==> src/hdl/assert_macros.svh <==
// Assertion shorthands shared by the tracker's modules.
`ifndef ASSERT_MACROS_SVH
`define ASSERT_MACROS_SVH

// Checked on every rising edge while reset is released.
`define ASSERT_CLKD(lbl, clk_s, rst_s, prop, msg) \
    lbl: assert property (@(posedge clk_s) disable iff (!rst_s) prop) else $error(msg);

// Checked on every rising edge, reset included.
`define ASSERT_ALWAYS(lbl, clk_s, prop, msg) \
    lbl: assert property (@(posedge clk_s) prop) else $error(msg);

`endif

==> src/hdl/lert_pkg.sv <==
package lert_pkg;

    // Pixel value that counts as white.
    localparam logic [7:0] WHITE_LEVEL = 8'd255;

    // Field widths fixed by the interface.
    localparam int PIXEL_W    = 8;
    localparam int ROW_W      = 10;
    localparam int EDGE_W     = 10;
    localparam int CFG_IDX_W  = 2;
    localparam int CFG_DATA_W = 11;
    localparam int HEIGHT_W   = 11;
    localparam int CUT_W      = 10;

    // Configuration register indexes.
    localparam logic [CFG_IDX_W-1:0] CFG_IMAGE_HEIGHT = 2'd0;
    localparam logic [CFG_IDX_W-1:0] CFG_TOP_CUT      = 2'd1;
    localparam logic [CFG_IDX_W-1:0] CFG_BOTTOM_CUT   = 2'd2;

    // Configuration values after reset.
    localparam logic [HEIGHT_W-1:0] IMAGE_HEIGHT_RST = 11'd120;
    localparam logic [CUT_W-1:0]    TOP_CUT_RST      = 10'd30;
    localparam logic [CUT_W-1:0]    BOTTOM_CUT_RST   = 10'd20;

    // Depth of the queue between the classifier and the edge tracker.
    localparam int QUEUE_DEPTH = 4;
    localparam int QUEUE_PTR_W = $clog2(QUEUE_DEPTH);

    // Flags of one classified pixel word.
    typedef struct packed {
        logic frame_begin;
        logic row_end;
        logic in_window;
        logic close;
    } event_flags_t;

endpackage

==> src/hdl/lane_edge_run_tracker.sv <==
// After its row-end pixel is taken, an edge word passes the four-word queue and
// the output register. One pixel word is taken per cycle while the queue has room;
// each row gives at most one edge word.
// A stalled output holds the queue only when the next word would report a row.
// Reset (rst_n low, asynchronous): registers return to height 120, top cut 30,
// bottom cut 20; run and edge state clear and the start-row search restarts.
module lane_edge_run_tracker #(
    parameter int MAX_WIDTH  = 1024,
    parameter int MAX_HEIGHT = 1024
) (
    input  logic                               clk,
    input  logic                               rst_n,
    input  logic                               cfg_we,
    input  logic [lert_pkg::CFG_IDX_W-1:0]     cfg_index,
    input  logic [lert_pkg::CFG_DATA_W-1:0]    cfg_data,
    input  logic                               pixel_valid,
    output logic                               pixel_ready,
    input  logic [lert_pkg::PIXEL_W-1:0]       pixel,
    input  logic [lert_pkg::ROW_W-1:0]         row_index,
    input  logic                               row_end,
    input  logic                               frame_begin,
    output logic                               edge_valid,
    input  logic                               edge_ready,
    output logic [lert_pkg::ROW_W-1:0]         edge_row,
    output logic [lert_pkg::EDGE_W-1:0]        left_edge,
    output logic [lert_pkg::EDGE_W-1:0]        right_edge,
    output logic                               start_row
);

    localparam int PW = $clog2(MAX_WIDTH);
    localparam int FW = $bits(lert_pkg::event_flags_t);
    localparam int QW = FW + 2 * PW + lert_pkg::ROW_W;

    logic                        push;
    logic                        pop;
    logic                        queue_full;
    logic                        queue_not_empty;
    lert_pkg::event_flags_t      front_flags;
    logic [PW-1:0]               front_begin;
    logic [PW-1:0]               front_end;
    logic [QW-1:0]               q_wdata;
    logic [QW-1:0]               q_rdata;
    lert_pkg::event_flags_t      back_flags;
    logic [PW-1:0]               back_begin;
    logic [PW-1:0]               back_end;
    logic [lert_pkg::ROW_W-1:0]  back_row;

    // Pixel classifier and configuration registers.
    lert_front #(
        .MAX_WIDTH  (MAX_WIDTH),
        .MAX_HEIGHT (MAX_HEIGHT),
        .PW         (PW)
    ) u_front (
        .clk         (clk),
        .rst_n       (rst_n),
        .cfg_we      (cfg_we),
        .cfg_index   (cfg_index),
        .cfg_data    (cfg_data),
        .pixel_valid (pixel_valid),
        .pixel_ready (pixel_ready),
        .pixel       (pixel),
        .row_index   (row_index),
        .row_end     (row_end),
        .frame_begin (frame_begin),
        .queue_full  (queue_full),
        .push        (push),
        .flags       (front_flags),
        .close_begin (front_begin),
        .close_end   (front_end)
    );

    // Pack and unpack the classified word around the queue.
    assign q_wdata    = {front_flags, front_begin, front_end, row_index};
    assign back_flags = lert_pkg::event_flags_t'(q_rdata[QW-1 -: FW]);
    assign back_begin = q_rdata[2*PW+lert_pkg::ROW_W-1 -: PW];
    assign back_end   = q_rdata[PW+lert_pkg::ROW_W-1 -: PW];
    assign back_row   = q_rdata[lert_pkg::ROW_W-1:0];

    lert_queue #(
        .WIDTH (QW)
    ) u_queue (
        .clk       (clk),
        .rst_n     (rst_n),
        .push      (push),
        .wdata     (q_wdata),
        .pop       (pop),
        .rdata     (q_rdata),
        .full      (queue_full),
        .not_empty (queue_not_empty)
    );

    // Edge tracker and output register.
    lert_back #(
        .PW (PW)
    ) u_back (
        .clk         (clk),
        .rst_n       (rst_n),
        .q_valid     (queue_not_empty),
        .flags       (back_flags),
        .close_begin (back_begin),
        .close_end   (back_end),
        .row_in      (back_row),
        .pop         (pop),
        .edge_valid  (edge_valid),
        .edge_ready  (edge_ready),
        .edge_row    (edge_row),
        .left_edge   (left_edge),
        .right_edge  (right_edge),
        .start_row   (start_row)
    );

endmodule

==> src/hdl/lert_front.sv <==
`include "assert_macros.svh"

module lert_front #(
    parameter int MAX_WIDTH  = 1024,
    parameter int MAX_HEIGHT = 1024,
    parameter int PW         = 10
) (
    input  logic                               clk,
    input  logic                               rst_n,
    input  logic                               cfg_we,
    input  logic [lert_pkg::CFG_IDX_W-1:0]     cfg_index,
    input  logic [lert_pkg::CFG_DATA_W-1:0]    cfg_data,
    input  logic                               pixel_valid,
    output logic                               pixel_ready,
    input  logic [lert_pkg::PIXEL_W-1:0]       pixel,
    input  logic [lert_pkg::ROW_W-1:0]         row_index,
    input  logic                               row_end,
    input  logic                               frame_begin,
    input  logic                               queue_full,
    output logic                               push,
    output lert_pkg::event_flags_t             flags,
    output logic [PW-1:0]                      close_begin,
    output logic [PW-1:0]                      close_end
);

    localparam int CW  = $clog2(MAX_WIDTH + 1);
    localparam int HB  = $clog2(MAX_HEIGHT + 1);
    localparam int HW  = (HB > 12) ? HB : 12;

    logic [lert_pkg::HEIGHT_W-1:0] image_height_reg;
    logic [lert_pkg::CUT_W-1:0]    top_cut_reg;
    logic [lert_pkg::CUT_W-1:0]    bottom_cut_reg;

    logic [CW-1:0] column_count_reg, column_count_next;
    logic          in_run_reg, in_run_next;
    logic [PW-1:0] run_begin_reg, run_begin_next;

    logic [CW-1:0] col;
    logic [PW-1:0] col_pos;
    logic          col_ok;
    logic          run_open;
    logic          white;
    logic          close_px;
    logic          close_row;
    logic [HW-1:0] height_clip;
    logic [HW-1:0] row_span;

    // The classifier moves as long as the queue has room.
    assign pixel_ready = !queue_full;
    assign push        = pixel_valid && pixel_ready;

    // Configuration writes.
    always_ff @(posedge clk or negedge rst_n)
    begin
        if (!rst_n)
        begin
            image_height_reg <= lert_pkg::IMAGE_HEIGHT_RST;
            top_cut_reg      <= lert_pkg::TOP_CUT_RST;
            bottom_cut_reg   <= lert_pkg::BOTTOM_CUT_RST;
        end
        else if (cfg_we)
        begin
            case (cfg_index)
                lert_pkg::CFG_IMAGE_HEIGHT: image_height_reg <= cfg_data;
                lert_pkg::CFG_TOP_CUT:      top_cut_reg <= cfg_data[lert_pkg::CUT_W-1:0];
                lert_pkg::CFG_BOTTOM_CUT:   bottom_cut_reg <= cfg_data[lert_pkg::CUT_W-1:0];
                default:                    ;
            endcase
        end
    end

    // Row window test on the row number carried by this pixel.
    always_comb
    begin
        if (HW'(image_height_reg) < HW'(MAX_HEIGHT))
            height_clip = HW'(image_height_reg);
        else
            height_clip = HW'(MAX_HEIGHT);
        row_span = HW'(row_index) + HW'(bottom_cut_reg) + HW'(1);
    end

    // Run detection: start, close and row-end close of white runs.
    always_comb
    begin
        col      = frame_begin ? '0 : column_count_reg;
        run_open = frame_begin ? 1'b0 : in_run_reg;
        col_ok   = col < CW'(MAX_WIDTH);
        col_pos  = col[PW-1:0];
        white    = (pixel == lert_pkg::WHITE_LEVEL);

        in_run_next    = run_open;
        run_begin_next = run_begin_reg;
        close_px       = 1'b0;
        close_row      = 1'b0;
        close_end      = col_pos - PW'(1);

        if (col_ok)
        begin
            if (white && !run_open)
            begin
                in_run_next    = 1'b1;
                run_begin_next = col_pos;
            end
            else if (!white && run_open)
            begin
                close_px    = 1'b1;
                in_run_next = 1'b0;
            end
        end

        column_count_next = col_ok ? col + CW'(1) : col;

        if (row_end && in_run_next)
        begin
            close_row = 1'b1;
            close_end = col_ok ? col_pos : PW'(MAX_WIDTH - 1);
        end

        if (row_end)
        begin
            column_count_next = '0;
            in_run_next       = 1'b0;
        end

        close_begin       = run_begin_next;
        flags.frame_begin = frame_begin;
        flags.row_end     = row_end;
        flags.in_window   = (HW'(row_index) >= HW'(top_cut_reg)) && (row_span <= height_clip);
        flags.close       = close_px || close_row;
    end

    // Run state advances on every accepted pixel.
    always_ff @(posedge clk or negedge rst_n)
    begin
        if (!rst_n)
        begin
            column_count_reg <= '0;
            in_run_reg       <= 1'b0;
            run_begin_reg    <= '0;
        end
        else if (push)
        begin
            column_count_reg <= column_count_next;
            in_run_reg       <= in_run_next;
            run_begin_reg    <= run_begin_next;
        end
    end

    `ASSERT_CLKD(a_col_bound, clk, rst_n, column_count_reg <= CW'(MAX_WIDTH), "column count past limit")
    `ASSERT_CLKD(a_close_order, clk, rst_n, (push && flags.close) |-> (close_end >= close_begin), "run closed before it began")

endmodule

==> src/hdl/lert_queue.sv <==
`include "assert_macros.svh"

module lert_queue #(
    parameter int WIDTH = 34
) (
    input  logic             clk,
    input  logic             rst_n,
    input  logic             push,
    input  logic [WIDTH-1:0] wdata,
    input  logic             pop,
    output logic [WIDTH-1:0] rdata,
    output logic             full,
    output logic             not_empty
);

    localparam int CNT_W = $clog2(lert_pkg::QUEUE_DEPTH + 1);

    logic [WIDTH-1:0]                 data_mem [lert_pkg::QUEUE_DEPTH];
    logic [lert_pkg::QUEUE_PTR_W-1:0] wr_ptr_reg;
    logic [lert_pkg::QUEUE_PTR_W-1:0] rd_ptr_reg;
    logic [CNT_W-1:0]                 count_reg;

    assign full      = (count_reg == CNT_W'(lert_pkg::QUEUE_DEPTH));
    assign not_empty = (count_reg != '0);
    assign rdata     = data_mem[rd_ptr_reg];

    // Word storage.
    always_ff @(posedge clk)
    begin
        if (push)
            data_mem[wr_ptr_reg] <= wdata;
    end

    // Pointers and fill count.
    always_ff @(posedge clk or negedge rst_n)
    begin
        if (!rst_n)
        begin
            wr_ptr_reg <= '0;
            rd_ptr_reg <= '0;
            count_reg  <= '0;
        end
        else
        begin
            if (push)
                wr_ptr_reg <= wr_ptr_reg + lert_pkg::QUEUE_PTR_W'(1);
            if (pop)
                rd_ptr_reg <= rd_ptr_reg + lert_pkg::QUEUE_PTR_W'(1);
            if (push && !pop)
                count_reg <= count_reg + CNT_W'(1);
            else if (pop && !push)
                count_reg <= count_reg - CNT_W'(1);
        end
    end

    `ASSERT_CLKD(a_count_bound, clk, rst_n, count_reg <= CNT_W'(lert_pkg::QUEUE_DEPTH), "queue count past depth")
    `ASSERT_CLKD(a_no_overflow, clk, rst_n, push |-> !full, "write into a full queue")
    `ASSERT_CLKD(a_no_underflow, clk, rst_n, pop |-> not_empty, "read from an empty queue")

endmodule

==> src/hdl/lert_back.sv <==
`include "assert_macros.svh"

module lert_back #(
    parameter int PW = 10
) (
    input  logic                         clk,
    input  logic                         rst_n,
    input  logic                         q_valid,
    input  lert_pkg::event_flags_t       flags,
    input  logic [PW-1:0]                close_begin,
    input  logic [PW-1:0]                close_end,
    input  logic [lert_pkg::ROW_W-1:0]   row_in,
    output logic                         pop,
    output logic                         edge_valid,
    input  logic                         edge_ready,
    output logic [lert_pkg::ROW_W-1:0]   edge_row,
    output logic [lert_pkg::EDGE_W-1:0]  left_edge,
    output logic [lert_pkg::EDGE_W-1:0]  right_edge,
    output logic                         start_row
);

    logic          seeking_reg, seeking_next;
    logic [PW-1:0] prev_left_reg, prev_left_next;
    logic [PW-1:0] prev_right_reg, prev_right_next;
    logic          any_run_reg, any_run_next;
    logic [PW-1:0] widest_b_reg, widest_b_next;
    logic [PW-1:0] widest_e_reg, widest_e_next;
    logic [PW-1:0] first_b_reg, first_b_next;
    logic [PW-1:0] last_e_reg, last_e_next;
    logic          lmf_reg, lmf_next;
    logic [PW-1:0] lmb_reg, lmb_next;
    logic          rmf_reg, rmf_next;
    logic [PW-1:0] rme_reg, rme_next;

    logic                        edge_valid_reg;
    logic [lert_pkg::ROW_W-1:0]  edge_row_reg;
    logic [PW-1:0]               left_reg;
    logic [PW-1:0]               right_reg;
    logic                        start_row_reg;

    logic          emit;
    logic          out_free;
    logic [PW-1:0] left_sel;
    logic [PW-1:0] right_sel;
    logic          start_sel;

    assign out_free = !edge_valid_reg || edge_ready;
    assign pop      = q_valid && (!emit || out_free);

    // Merge the word's run into the row summary and pick the edges.
    always_comb
    begin
        seeking_next    = flags.frame_begin ? 1'b1 : seeking_reg;
        prev_left_next  = prev_left_reg;
        prev_right_next = prev_right_reg;
        any_run_next    = flags.frame_begin ? 1'b0 : any_run_reg;
        widest_b_next   = flags.frame_begin ? '0 : widest_b_reg;
        widest_e_next   = flags.frame_begin ? '0 : widest_e_reg;
        first_b_next    = flags.frame_begin ? '0 : first_b_reg;
        last_e_next     = flags.frame_begin ? '0 : last_e_reg;
        lmf_next        = flags.frame_begin ? 1'b0 : lmf_reg;
        lmb_next        = flags.frame_begin ? '0 : lmb_reg;
        rmf_next        = flags.frame_begin ? 1'b0 : rmf_reg;
        rme_next        = flags.frame_begin ? '0 : rme_reg;

        if (flags.close)
        begin
            if (!any_run_next)
            begin
                first_b_next  = close_begin;
                widest_b_next = close_begin;
                widest_e_next = close_end;
            end
            else if ((close_end - close_begin) > (widest_e_next - widest_b_next))
            begin
                widest_b_next = close_begin;
                widest_e_next = close_end;
            end
            last_e_next = close_end;
            if (!lmf_next && prev_left_reg >= close_begin && prev_left_reg <= close_end)
            begin
                lmf_next = 1'b1;
                lmb_next = close_begin;
            end
            if (prev_right_reg >= close_begin && prev_right_reg <= close_end)
            begin
                rmf_next = 1'b1;
                rme_next = close_end;
            end
            any_run_next = 1'b1;
        end

        // Start row reports the widest run, later rows follow the last edges.
        if (seeking_next)
        begin
            left_sel  = widest_b_next;
            right_sel = widest_e_next;
        end
        else
        begin
            left_sel  = lmf_next ? lmb_next : first_b_next;
            right_sel = rmf_next ? rme_next : last_e_next;
        end

        // The start-row mark is taken before the search flag drops below.
        start_sel = seeking_next;

        emit = flags.row_end && any_run_next && flags.in_window;

        if (flags.row_end)
        begin
            if (emit)
            begin
                seeking_next    = 1'b0;
                prev_left_next  = left_sel;
                prev_right_next = right_sel;
            end
            any_run_next  = 1'b0;
            widest_b_next = '0;
            widest_e_next = '0;
            first_b_next  = '0;
            last_e_next   = '0;
            lmf_next      = 1'b0;
            lmb_next      = '0;
            rmf_next      = 1'b0;
            rme_next      = '0;
        end
    end

    // Tracking state advances on every word taken from the queue.
    always_ff @(posedge clk or negedge rst_n)
    begin
        if (!rst_n)
        begin
            seeking_reg    <= 1'b1;
            prev_left_reg  <= '0;
            prev_right_reg <= '0;
            any_run_reg    <= 1'b0;
            widest_b_reg   <= '0;
            widest_e_reg   <= '0;
            first_b_reg    <= '0;
            last_e_reg     <= '0;
            lmf_reg        <= 1'b0;
            lmb_reg        <= '0;
            rmf_reg        <= 1'b0;
            rme_reg        <= '0;
        end
        else if (pop)
        begin
            seeking_reg    <= seeking_next;
            prev_left_reg  <= prev_left_next;
            prev_right_reg <= prev_right_next;
            any_run_reg    <= any_run_next;
            widest_b_reg   <= widest_b_next;
            widest_e_reg   <= widest_e_next;
            first_b_reg    <= first_b_next;
            last_e_reg     <= last_e_next;
            lmf_reg        <= lmf_next;
            lmb_reg        <= lmb_next;
            rmf_reg        <= rmf_next;
            rme_reg        <= rme_next;
        end
    end

    // Output word register.
    always_ff @(posedge clk or negedge rst_n)
    begin
        if (!rst_n)
            edge_valid_reg <= 1'b0;
        else if (pop && emit)
            edge_valid_reg <= 1'b1;
        else if (edge_ready)
            edge_valid_reg <= 1'b0;
    end

    always_ff @(posedge clk)
    begin
        if (pop && emit)
        begin
            edge_row_reg  <= row_in;
            left_reg      <= left_sel;
            right_reg     <= right_sel;
            start_row_reg <= start_sel;
        end
    end

    assign edge_valid = edge_valid_reg;
    assign edge_row   = edge_row_reg;
    assign left_edge  = lert_pkg::EDGE_W'(left_reg);
    assign right_edge = lert_pkg::EDGE_W'(right_reg);
    assign start_row  = start_row_reg;

    `ASSERT_CLKD(a_emit_on_row_end, clk, rst_n, (pop && emit) |-> (flags.row_end && flags.in_window), "edge word outside a row end in the window")
    `ASSERT_CLKD(a_no_overwrite, clk, rst_n, (edge_valid_reg && !edge_ready) |=> edge_valid_reg, "pending edge word dropped")

endmodule

==> config.mk <==
export PLATFORM = sky130hd
export DESIGN_NAME = lane_edge_run_tracker
export DESIGN_NICKNAME = d
export VERILOG_FILES = /design/src/hdl/lert_pkg.sv /design/src/hdl/lane_edge_run_tracker.sv /design/src/hdl/lert_front.sv /design/src/hdl/lert_queue.sv /design/src/hdl/lert_back.sv
export VERILOG_INCLUDE_DIRS = /design/src /design/src/hdl
export SDC_FILE = /design/constraint.sdc
export NUM_CORES = 1
export LEC_CHECK = 0
export BUFFER_PORTS_ARGS = -buffer_cell sky130_fd_sc_hd__buf_2
export CAP_MARGIN = 20
export CORE_MARGIN = 2
export CORE_UTILIZATION = 60
export CTS_CLUSTER_DIAMETER = 200
export DETAILED_ROUTE_END_ITERATION = 10
export PLACE_DENSITY_LB_ADDON = 0.15
export SETUP_SLACK_MARGIN = 0.15
export SLEW_MARGIN = 0
export SYNTH_ARGS = -nofsm -noshare
export SYNTH_HDL_FRONTEND = slang
export SYNTH_SLANG_ARGS = --single-unit
==> constraint.sdc <==
create_clock -name clk -period 11.03 [get_ports clk]
set_input_delay 1.6545 -clock clk [delete_from_list [all_inputs] [get_ports clk]]
set_output_delay 1.6545 -clock clk [all_outputs]
set_load 0.02 [all_outputs]
==> results.cfg <==
[final_layout]
drive_gt1_share_pct = 18.1
largest_reg_flops = 136
antennaDiodeCount = 0
area_growth_pct = 10.1
layout.nets = 1483

[floorplanning]
start_util_pct = 61.3
pin_count = 71
core_area_um2 = 26100
fp.dieH_um = 167
dieArea_um2 = 28000
fp.dieW_um = 167
fp-row-count = 59

[flow_run]
drv_cap = 0

[worst_setup_path]
critPathTopFamily = compound AO/OA/AOI/OAI gates
worst_r2r_path_depth = 21
critPathBufInv = 1
critPathMaxFanout = 37
rr_endpoint = u_back.prev_left_reg[9]
path_class = flip-flop to flip-flop
crit_chain = buf_4 > mux4_2 > nor2b_1 > ha_1 > nor2b_1 > o221ai_1 > o2111ai_1 > a21oi_1 > nor2b_1 > o21a_1 > o41ai_1 > xnor2_1 > ha_1 > nand2_1 > a2bb2oi_1 > o2111ai_1 > nand2_4 > nand2_4 > o22a_1 > a221o_1 > mux2_2
end_kind = flip-flop
worstPathRequired_ns = 11.46
reg2reg_from = u_queue.rd_ptr_reg[0]
max_stage_delay_ns = 0.83
arrival_ns = 6.23
rrSetupSlack_ns = 5.23
cp_common_cell = nor2b_1
worst_setup_path_start_kind = flip-flop
critical_path.slowest_cell = mux4_2

[synthesis]
avgSynthCellArea_um2 = 12.7
ys_seq_area_share_pct = 54.1
synth_nets = 1413
post-synth-top-count-cell = edfxtp_1
async_flop_share_pct = 46.5
synth_area_leaders = edfxtp_1, dfrtp_1, ha_1
synth.top_cell.area_share_pct = 31.3
ys_seq_elements = 312
synthFlopType = edfxtp_1
synth_edf_count = 167
synth.largest_area_cell = edfxtp_1
synth_common_cells = edfxtp_1, dfrtp_1, nand2_1, ha_1, inv_1
syn_inst = 1264
yosys.cell_types.count = 75
ys.warnings.count = 0
syn_area_um2 = 16000

[timing]
fin_crit_ns = 5.80
slew_violations = 0
period_share_pct = 52.5
rsz0062_at_grt = no
final.setup_skew_ns = 0.00595
setup_viol_count_final = 0
finalSetupTns_ns = 0
relSlewSlack_pct = 23.2
hold_viol = 0
tightestPinTransition_ns = 1.14
max_freq_mhz = 173

[clock_tree]
cts_buffers = 31
clkTransAtPathRegs_ns = 0.06
cts_max_path_buffers = 3
h-tree-depth = 1
postCtsSetupBuffers = 0
clk_latency_ns = 0.55
cts_root_buf = clkbuf_16
cts_hold_buf = 0
ctsResizeCount = 0
clock-sinks = 312
cts_tree = built

[route]
drtIter0Drc = 934
drc = 6
postRouteAntennaNets = 0
wl_um = 36900
dr.pass1.iters = 9
avgViaCountPerCell = 6.27
routedWlPerCell_um = 21.8
vias = 10600

[global_route]
grt.total_usage_pct = 27.2
grt_pass1_wl_um = 59300
grt_max_degree = 94
grt_pass1_vias = 10700
antenna_found_initial = 0
grt_overflow = 0

[place]
port_buffers = 70
place.gp.congestion = 0.910
dp_hpwl_um = 25700

[min_path]
hold_path_class = flip-flop to flip-flop
hold_depth = 2
hold_path.startpoint = u_front.run_begin_reg[9]
holdPathEnd = u_front.run_begin_reg[9]

[power]
ir_drop_mv = 0.185
power_density_nw_per_um2 = 330
finalPower_mw = 5.82
p_leak_nw = 7.43

[outcome]
violations = design-rule violations
status = finished, violations left
worst max-delay path by stage:
stage	slack [ns]	depth (start not counted)	to	startpoint
after floorplan	5.96	23	u_back.prev_left_reg[3]	u_queue.rd_ptr_reg[0]
after global placement	5.35	21	u_back.prev_left_reg[6]	u_queue.rd_ptr_reg[0]
after detailed placement	5.27	21	u_back.prev_left_reg[9]	u_queue.rd_ptr_reg[0]
after CTS	5.24	21	u_back.prev_left_reg[9]	u_queue.rd_ptr_reg[0]
after global routing	4.67	21	u_back.prev_left_reg[3]	u_queue.rd_ptr_reg[0]
final	5.23	21	u_back.prev_left_reg[9]	u_queue.rd_ptr_reg[0]
per-stage QoR:
stage	setup slack, ns	util, %	cell area [um2]	hold WS [ns]	instances
detailed placement	5.27	63.8	16700	0.463	1635
floorplan	5.96	-	16000	0.442	1264
global route	4.67	67.5	17600	0.506	1693
finish	5.23	67.5	17600	0.480	1693
CTS	5.24	67.4	17600	0.481	1692
global placement	5.35	63.8	16700	0.453	1635
cell usage in the layout (no fill, tap or decap), types with 40 or more instances in the layout:
master	instances
nand2_1	119
mux2_2	54
ha_1	107
edfxtp_1	167
a22o_1	62
dfrtp_1	133
nor2_1	40
inv_1	66
o21ai_0	50
buf_2	70
layer usage:
| layer | up-vias | routed length, um | GRT usage (%) |
|---|---|---|---|
| met5 | - | 0 | 0 |
| met4 | 0 | 1340 | 10.1 |
| met3 | 82 | 2250 | 3.81 |
| met2 | 381 | 17500 | 44.3 |
| met1 | 5229 | 15800 | 37.7 |
| li1 | 4928 | - | - |
report_power, final:
group	switching (mW)	total, mW	internal (mW)	leakage [nW]
registers	0.160	1.78	1.62	3.41
clock network	0.425	0.981	0.557	0.446
logic	1.84	3.06	1.22	3.58
logic make-up after synthesis:
kind of cell             count (synthesis)  synth area share [%]
adder cells (fa/ha/maj)                111                  8.86
AND/OR/NAND/NOR                        293                  8.94
multiplexers                           100                  9.33
XOR/XNOR                                41                  2.24
AO/OA/AOI/OAI                          290                  13.6
buffers and inverters                  117                  2.98
flip-flops                             312                  54.1
worst min-delay path: stages, from the launching register on:
cell	delay, ns
dfrtp_1	0.34
nand2_1	0.05
nand2_1	0.06
cell type report:
| class | count | area [um2] |
|---|---|---|
| timing repair buffer | 85 | 467 |
| tap | 335 | 419 |
| multi-input combinational | 835 | 6880 |
| clock buffer | 47 | 856 |
| sequential | 312 | 8660 |
| fill | 1966 | 8510 |
| inverter | 69 | 264 |
| clock inverter | 10 | 83.8 |
Note: power is estimated with default switching activity, not from simulation.
